File: src/rtl/cpdc_pkg.sv
// types, constants and the crc-32 byte update for the packet deframer
package cpdc_pkg;

    localparam int unsigned CFG_W          = 11;
    localparam logic [CFG_W-1:0] MAX_PAYLOAD_RESET = 11'd1024;

    localparam logic [31:0] CRC_POLY       = 32'hEDB8_8320;
    localparam logic [31:0] CRC_INIT       = 32'hFFFF_FFFF;
    localparam logic [7:0]  MAGIC_BYTE     = 8'h4D;
    localparam int unsigned MAGIC_LEN      = 2;
    localparam int unsigned HEADER_LEN     = 5;
    localparam int unsigned DELAY_DEPTH    = 4;
    localparam int unsigned FRAME_OVERHEAD = 11;
    localparam int unsigned QUEUE_DEPTH    = 3;

    localparam logic KIND_PAYLOAD = 1'b0;
    localparam logic KIND_VERDICT = 1'b1;

    typedef logic [7:0] byte_t;

    typedef enum logic [2:0] {
        VERDICT_OK        = 3'd0,
        VERDICT_TOO_SHORT = 3'd1,
        VERDICT_BAD_MAGIC = 3'd2,
        VERDICT_BAD_CRC   = 3'd3,
        VERDICT_TOO_LONG  = 3'd4
    } verdict_t;

    typedef struct packed {
        byte_t rx_byte;
        logic  end_of_transfer;
    } in_word_t;

    typedef struct packed {
        logic        kind;
        byte_t       payload_byte;
        verdict_t    verdict;
        byte_t       field_a;
        byte_t       field_b;
        byte_t       field_c;
        logic [15:0] declared_length;
        logic        frame_end;
    } out_word_t;

    // results made by one accepted word, in delivery order
    typedef struct packed {
        logic [1:0] count;
        out_word_t  first;
        out_word_t  second;
    } push_t;

    // reflected crc-32, one byte, unrolled over its eight bits
    function automatic logic [31:0] crc32_byte(input logic [31:0] crc, input byte_t b);
        logic [31:0] c;
        c = crc ^ {24'd0, b};
        for (int k = 0; k < 8; k++) begin
            c = c[0] ? ((c >> 1) ^ CRC_POLY) : (c >> 1);
        end
        return c;
    endfunction

endpackage

File: src/rtl/cpdc_result_queue.sv
// three-entry shift queue between the deframer logic and the result port
module cpdc_result_queue (
    input  logic                aclk,
    input  logic                aresetn,
    input  cpdc_pkg::push_t     push,
    output logic                has_room,
    output logic                m_valid,
    input  logic                m_ready,
    output cpdc_pkg::out_word_t m_data
);
    import cpdc_pkg::*;

    out_word_t  slot_reg  [QUEUE_DEPTH];
    out_word_t  slot_next [QUEUE_DEPTH];
    logic [1:0] count_reg;
    logic [1:0] count_next;
    logic [1:0] count_pop;
    logic       pop;

    // room for two results regardless of the far side
    assign has_room = (count_reg <= 2'd1);
    assign m_valid  = (count_reg != 2'd0);
    assign m_data   = slot_reg[0];
    assign pop      = m_valid && m_ready;
    assign count_pop = count_reg - {1'b0, pop};

    always_comb begin
        for (int i = 0; i < QUEUE_DEPTH; i++) begin
            slot_next[i] = slot_reg[i];
            if (2'(i) < count_pop) begin
                if (pop && (i + 1 < QUEUE_DEPTH)) begin
                    slot_next[i] = slot_reg[i + 1];
                end
            end else if (2'(i) == count_pop && push.count != 2'd0) begin
                slot_next[i] = push.first;
            end else if (3'(i) == ({1'b0, count_pop} + 3'd1) && push.count == 2'd2) begin
                slot_next[i] = push.second;
            end
        end
        count_next = count_pop + push.count;
    end

    always_ff @(posedge aclk) begin
        if (!aresetn) begin
            count_reg <= 2'd0;
        end else begin
            count_reg <= count_next;
        end
    end

    always_ff @(posedge aclk) begin
        for (int i = 0; i < QUEUE_DEPTH; i++) begin
            slot_reg[i] <= slot_next[i];
        end
    end

endmodule

File: config.mk
export PLATFORM = sky130hd
export DESIGN_NAME = cpdc_result_queue
export DESIGN_NICKNAME = d
export VERILOG_FILES = /design/src/rtl/cpdc_pkg.sv /design/src/rtl/cpdc_result_queue.sv
export SDC_FILE = /design/constraint.sdc
export NUM_CORES = 1
export LEC_CHECK = 0
export BUFFER_PORTS_ARGS = -buffer_cell sky130_fd_sc_hd__clkbuf_2
export CAP_MARGIN = 0
export CORE_MARGIN = 2
export CORE_UTILIZATION = 51
export CTS_CLUSTER_SIZE = 24
export DETAILED_ROUTE_END_ITERATION = 10
export GPL_TIMING_DRIVEN = 0
export MAX_ROUTING_LAYER = met4
export PLACE_DENSITY_LB_ADDON = 0.08
export SYNTH_ARGS = -nofsm -noshare
export SYNTH_HDL_FRONTEND = slang
export SYNTH_SLANG_ARGS = --single-unit
File: constraint.sdc
create_clock -name aclk -period 4.5 [get_ports aclk]
set_input_delay 0.45 -clock aclk [delete_from_list [all_inputs] [get_ports aclk]]
set_output_delay 0.45 -clock aclk [all_outputs]
set_load 0.02 [all_outputs]
==> results of run 1 <==
==> layer usage <==
metal | share of wire, % | up-vias
met5 | 0 | -
met4 | 1.5 | 0
met3 | 6.6 | 32
met2 | 49 | 261
met1 | 43 | 3105
li1 | - | 2779
==> layout make-up <==
type	count	area, sq um	area share [%]
inverter	2	7.51	0.0726
clock buffer	18	429	4.15
clock inverter	14	92.6	0.895
tap	220	275	2.66
antenna	1	2.50	0.0242
buffer	109	810	7.83
multi-input combinational	351	3010	29.1
timing repair buffer	168	896	8.66
sequential	161	4810	46.6
==> through the flow <==
stage | worst slack [ns] | setup TNS, ns | power, W
2_1_floorplan | 0.234 | 0 | 0.00260
3_3_place_gp | -1.63 | -85.93 | 0.00289
3_5_place_dp | 1.86 | 0 | 0.00293
4_1_cts | 1.81 | 0 | 0.00421
5_1_grt | 1.69 | 0 | 0.00435
6_report | 1.81 | 0 | 0.00421
==> power by group through the flow <==
stage | sequential (W) | clock (W) | combinational (W)
final | 0.00193 | 0.00131 | 0.000968
after global routing | 0.00195 | 0.00137 | 0.00103
after CTS | 0.00194 | 0.00131 | 0.000966
after detailed placement | 0.00197 | 0 | 0.000960
after global placement | 0.00197 | 0 | 0.000918
after floorplan | 0.00196 | 0 | 0.000637
==> synth_stat cells <==
library cell  number
nor2_1             1
clkbuf_2           5
edfxtp_1         159
clkbuf_1          22
and2_1             1
o21a_1             2
buf_6             13
nand3_1            1
mux2_4            50
mux2i_1           54
inv_1              2
nor2_4             1
buf_4             54
or2_2              2
nand2_1            4
nand2b_1           3
or2_4              1
a221oi_4           1
or3_1              1
and2b_4            1
a221o_1           20
o21ai_0          110
nor3b_1            1
buf_2             10
a222oi_1           1
and3b_1            2
a22oi_1            1
a221o_2           34
or3b_2             1
and3_1            54
mux2_2             3
buf_12             5
dfxtp_1            2
a32o_1             1
==> worst min-delay path by stage <==
stage                                           end  slack (ns)
after floorplan            slot_reg[0][0]$_DFFE_PP_        0.52
after detailed placement  slot_reg[0][12]$_DFFE_PP_        0.54
final                       count_reg[1]$_SDFF_PN0_        0.30
after CTS                   count_reg[1]$_SDFF_PN0_        0.29
after global routing        count_reg[1]$_SDFF_PN0_        0.32
after global placement     slot_reg[0][3]$_DFFE_PP_        0.53
==> worst max-delay path, delay by kind of cell, from the launching register on <==
| family | cells | cell delay, ns |
|---|---|---|
| AO/OA/AOI/OAI | 1 | 0.60 |
| buffers and inverters | 4 | 1.24 |
| flip-flops | 1 | 0.31 |
| AND/OR/NAND/NOR | 2 | 0.19 |
==> cells by family (layout without fill, tap and decap cells) <==
group                  Yosys count  after routing  share of synthesized area (%)
AO/OA/AOI/OAI                  170            170                           13.9
buffers and inverters          111            311                           9.47
flip-flops                     161            161                           55.8
multiplexers                   107            107                           15.4
other                            0              1                              0
AND/OR/NAND/NOR                 74             74                           5.44
==> summary.md, run 1 <==
| Metric | Value |
|---|---|
| Most common cell after layout, fill and taps aside | clkbuf_2 |
| Total clock buffers created by CTS | 17 |
| GR Util met1 | 34.6% |
| Worst setup EP type | flip-flop |
| IO Port Bufs | 163 |
| Pin count of the biggest net entering global routing | 54 |
| Sequential fraction of design power | 46.0% |
| Share of the synthesized area in the top cell type | 55.3% |
| CTS clk-pin slew, worst paths | 0.06 ns |
| Iteration-0 DRC Markers | 524 |
| Worst path required time | 4.61 ns |
| GR Util All Layers | 26.1% |
| Residual DRC count | 0 |
| Setup violators final | 0 |
| Worst stage delay on the critical path | 0.60 ns |
| Core box area | 0.0166 sq mm |
| Final HPWL DP | 15.2 mm |
| Clock power frac | 31.0% |
| Slew Viols, Final | 0 |
| Minimum clock period | 2.69 ns |
| Die footprint | 0.0180 sq mm |
| Setup crit end | slot_reg[0][80]$_DFFE_PP_ |
| Final design utilization | 62.4% |
| Crit path kind | flip-flop to flip-flop |
| Peak supply drop | 0.264 mV |
| Layout area overhead | 19.9% |
| R2R Path Start | count_reg[1]$_SDFF_PN0_ |
| Hold slack | 0.302 ns |
| Ys Warns | 0 |
| Status | finished clean |
| Slowest-stage cell, CP | a221o_2 |
| #FFs+latches synth | 161 |
| Die Height | 134 um |
| Min-delay worst type | input port to flip-flop |
| R2r setup slk | 1.81 ns |
| DP Area | 0.00982 sq mm |
| ANT nets after route | 0 |
| RD Place Congestion | 0.824 |
| Ports | 166 |
| Mapped cell area | 0.00863 sq mm |
| # clock sinks | 161 |
| Die X | 134 um |
| WHS Path Cells | 3 |
| Gr busiest metal | met2 |
| CTS tree | built |
| RSZ-0062 raised after global routing | no |
| Clk buf depth | 2 |
| Largest cells by area after synthesis | edfxtp_1 55%, mux2_4 8.7%, o21ai_0 6.4% |
| Met3 Track Usage GR | 5.59% |
| Startpoint Class | flip-flop |
| Via count | 6,177 |
| Largest register FFs | 159 |
| Leak Pwr | 4.28 nW |
| Area leader, netlist | edfxtp_1 |
| Number of cell rows | 47 |
| Hold Path Origin | push[107] |
| Reg-to-reg critical path endpoint | slot_reg[0][80]$_DFFE_PP_ |
| Comb pwr share | 23.0% |
| Syn_area_per_cell | 13.8 sq um |
| PD cells | 407 mW/mm^2 |
| Clock Skews | 0.00651 ns |
| Ratio of cells with drive above 1 in the final layout | 46.3% |
| Final Cycle Share | 59.7% |
| Net Count, Synth | 734 |
| Initial antenna violation count | 1 |
| Hold Vio Cnt, Final | 0 |
| GR Util met2 | 40.5% |
| Total Wirelength | 22.7 mm |
| Mapped Cells | 623 |
| Switching fraction of total power | 28.0% |
| Vias in the first global route | 6,168 |
| Routed length per instance | 21.8 um |
| Layout Cells excl Fill | 1,044 |
| Final #Nets | 921 |
| Post-Place Cells | 1,011 |
| Fin area | 0.0103 sq mm |
| Cts hold-fix bufs | 0 |
| Sequential share of the synthesized area | 55.8% |
| Global-route wire length before repair | 34.5 mm |
| CP Max Fanout | 28 |
| Slew HR | 46.8% |
| Max-Cap Viols | 0 |
| Vias/cell | 5.92 |
| Worst Path Arrival | 2.80 ns |
| Skew-Pair Late Insertion Delay | 0.42 ns |
| Commonest non-fill, non-tap cells in the layout | 168 x clkbuf_2, 159 x edfxtp_1, 110 x o21ai_0 |
| Layout fillers | 1,345 |
| Worst r2r path cells | 7 |
| CP Launch Point | count_reg[1]$_SDFF_PN0_ |
| CTS Root Cell | clkbuf_16 |
| Post-CTS sizing | 0 |
| Net Switching | 0.00118 W |
| Total grt overflow | 0 |
| Htree depth | 4 |
| Power Internal | 0.00303 W |
| Detailed Routing Iterations Pass 1 | 5 |
| Synth unique cells | 34 |
| Critical-path cell list | buf_2 -> buf_2 -> clkbuf_1 -> nand2_1 -> nand2_1 -> a221o_2 -> buf_12 |
| Setup repair bufs after CTS | 0 |
| Starting density of the core | 52.0% |
| Max Clk Rate | 372 MHz |
| Worst-margin pin slew | 0.797 ns |
(Power assumes the default switching activity.)
==> run 2: changes to the inputs <==
CORE_UTILIZATION = 56   (was 51)
clock period = 2.7 ns   (was 4.5 ns; I/O delays follow)
==> run 2 against run 1 <==
Global-route usage up 1.8 points; die area fell by 8.7%; routed wire length down 3.2%; combinational power grew 66%; register-to-register slack worse by 1.6 ns.
==> summary.md, run 2 (synthesized netlist as in run 1, its figures left out) <==
| Metric | Value |
|---|---|
| ANT nets after route | 0 (unchanged) |
| Max-Cap Viols | 0 (unchanged) |
| Total grt overflow | 0 (unchanged) |
| Switching fraction of total power | 26.5% (-1.6 points) |
| Htree depth | 4 (unchanged) |
| Die X | 128 um (-4.4%) |
| IO Port Bufs | 163 (unchanged) |
| GR Util All Layers | 27.9% (+1.8 points) |
| Ports | 166 (unchanged) |
| Core box area | 0.0151 sq mm (-8.7%) |
| Setup repair bufs after CTS | 0 (unchanged) |
| Setup violators final | 0 (unchanged) |
| Number of cell rows | 45 (-4.3%) |
| Ratio of cells with drive above 1 in the final layout | 46.2% (-0.065 points) |
| Iteration-0 DRC Markers | 585 (+12%) |
| Final #Nets | 921 (unchanged) |
| Min-delay worst type | input port to flip-flop |
| Worst setup EP type | flip-flop |
| Final Cycle Share | 91.6% (+32 points) |
| Layout area overhead | 20.2% |
| DP Area | 0.00980 sq mm (-0.19%) |
| Net Switching | 0.00191 W (+62%) |
| Total Wirelength | 22.0 mm (-3.2%) |
| Final HPWL DP | 14.6 mm (-4.2%) |
| Clk buf depth | 2 (unchanged) |
| Vias/cell | 6.08 (+2.8%) |
| Residual DRC count | 0 (unchanged) |
| Clock Skews | 0.00853 ns (+0.00203 ns) |
| Die Height | 128 um (-4.4%) |
| Skew-Pair Late Insertion Delay | 0.42 ns (about the same) |
| Placement Setup Slack | 0.156 ns (-1.70 ns) |
| Minimum clock period | 2.47 ns (-0.215 ns) |
| Comb pwr share | 22.2% (-0.8 points) |
| Largest register FFs | 159 (unchanged) |
| Global-route wire length before repair | 33.0 mm (-4.3%) |
| Clock power frac | 33.0% (+2.0 points) |
| Cts hold-fix bufs | 0 (unchanged) |
| CTS clk-pin slew, worst paths | 0.06 ns (about the same) |
| CP Max Fanout | 12 (-57%) |
| Fin area | 0.0104 sq mm (+0.30%) |
| Starting density of the core | 57.0% (+4.9 points) |
| CTS Root Cell | clkbuf_16 |
| Total clock buffers created by CTS | 17 (unchanged) |
| Hold slack | 0.123 ns (-0.179 ns) |
| Peak supply drop | 0.481 mV (+82%) |
| Layout fillers | 1,082 (-20%) |
| Startpoint Class | flip-flop |
| Vias in the first global route | 6,088 (-1.3%) |
| Crit path kind | flip-flop to flip-flop |
| Antenna cells | 0 (-1) |
| Most common cell after layout, fill and taps aside | clkbuf_2 |
| Max Clk Rate | 404 MHz (+8.7%) |
| Die footprint | 0.0164 sq mm (-8.7%) |
| Power Internal | 0.00532 W (+76%) |
| RSZ-0062 raised after global routing | no |
| Status | finished clean |
| CTS tree | built |
| Slew Viols, Final | 0 (unchanged) |
| Multi-input logic area | 0.00302 sq mm (about the same) |
| Worst Path Arrival | 2.60 ns (-0.20 ns) |
| Slew HR | 48.0% (+1.1 points) |
| Post-CTS sizing | 0 (unchanged) |
| Via count | 6,144 (-0.53%) |
| Worst path setup slack after routing | 0.227 ns (-1.59 ns) |
| Worst-margin pin slew | 0.780 ns (-0.0170 ns) |
| Routed length per instance | 21.8 um (about the same) |
| Storage cell area | 0.00481 sq mm (unchanged) |
| Hold Vio Cnt, Final | 0 (unchanged) |
| Pin count of the biggest net entering global routing | 54 (unchanged) |
| Initial antenna violation count | 0 (-1) |
| Detailed Routing Iterations Pass 1 | 7 (+2) |
| # clock sinks | 161 (unchanged) |
| RD Place Congestion | 0.826 (+0.25%) |
| Leak Pwr | 4.32 nW (+0.88%) |
| Sequential fraction of design power | 44.7% (-1.3 points) |
| Commonest non-fill, non-tap cells in the layout | 168 x clkbuf_2, 159 x edfxtp_1, 110 x o21ai_0 |
| Worst path required time | 2.83 ns (-1.78 ns) |
| PD cells | 697 mW/mm^2 (+71%) |
-- run 2: cell types whose count changed in the layout (fill, tap and decap cells not counted), moves of 2 or more --
cell and change:
buf_2 -2, bufinv_16 +3, buf_6 +3, clkinvlp_4 -2, inv_6 -2
-- run 2: final cells by class --
type	count	area share, %
clock inverter	13	1.40
multi-input combinational	351	29.1
buffer	109	8.02
timing repair buffer	168	8.60
sequential	161	46.4
clock buffer	18	4.14
inverter	2	0.0724
tap	188	2.27
-- run 2: power groups by stage --
stage               combinational (W)  sequential [W]  clock, W
global route                  0.00171         0.00326   0.00252
CTS                           0.00160         0.00323   0.00240
floorplan                     0.00107         0.00326         0
finish                        0.00161         0.00324   0.00239
detailed placement            0.00159         0.00328         0
global placement              0.00152         0.00329         0
-- run 2: metal layers --
layer / vias to the layer above / part of all wire [%] / wire length, um / GRT usage [%]
li1: 2785 / - / - / -
met5: - / 0 / 0 / -
met1: 3011 / 41 / 8950 / 34.7
met4: 0 / 1.8 / 401 / 9.63
met3: 35 / 7.5 / 1640 / 6.14
met2: 313 / 50 / 11000 / 45.5
-- run 2: metrics by stage --
stage                     power, W  utilization (%)  setup TNS, ns  instances
after global placement     0.00481             64.1        -153.84        974
after detailed placement   0.00487             64.7              0        979
after global routing       0.00749             68.5              0       1010
final                      0.00723             68.5              0       1010
after floorplan            0.00433                -         -13.24        623
after CTS                  0.00724             68.5              0       1010
-- run 2: final timing paths --
check,endpoint,cells past startpoint,slack (ns),from
setup / recovery,slot_reg[0][40]$_DFFE_PP_,8,0.23,count_reg[1]$_SDFF_PN0_
hold / removal,count_reg[1]$_SDFF_PN0_,3,0.12,aresetn
setup reg to reg,slot_reg[0][40]$_DFFE_PP_,8,0.23,count_reg[1]$_SDFF_PN0_
hold reg to reg,slot_reg[0][25]$_DFFE_PP_,2,0.55,slot_reg[0][78]$_DFFE_PP_
-- run 2: worst max-delay path: stages (launching register included) --
cell      delay (ns)
dfxtp_1         0.32
buf_6           0.14
buf_6           0.13
clkbuf_8        0.16
or2_4           0.28
a22oi_2         0.56
buf_6           0.25
buf_8           0.16
buf_8           0.16
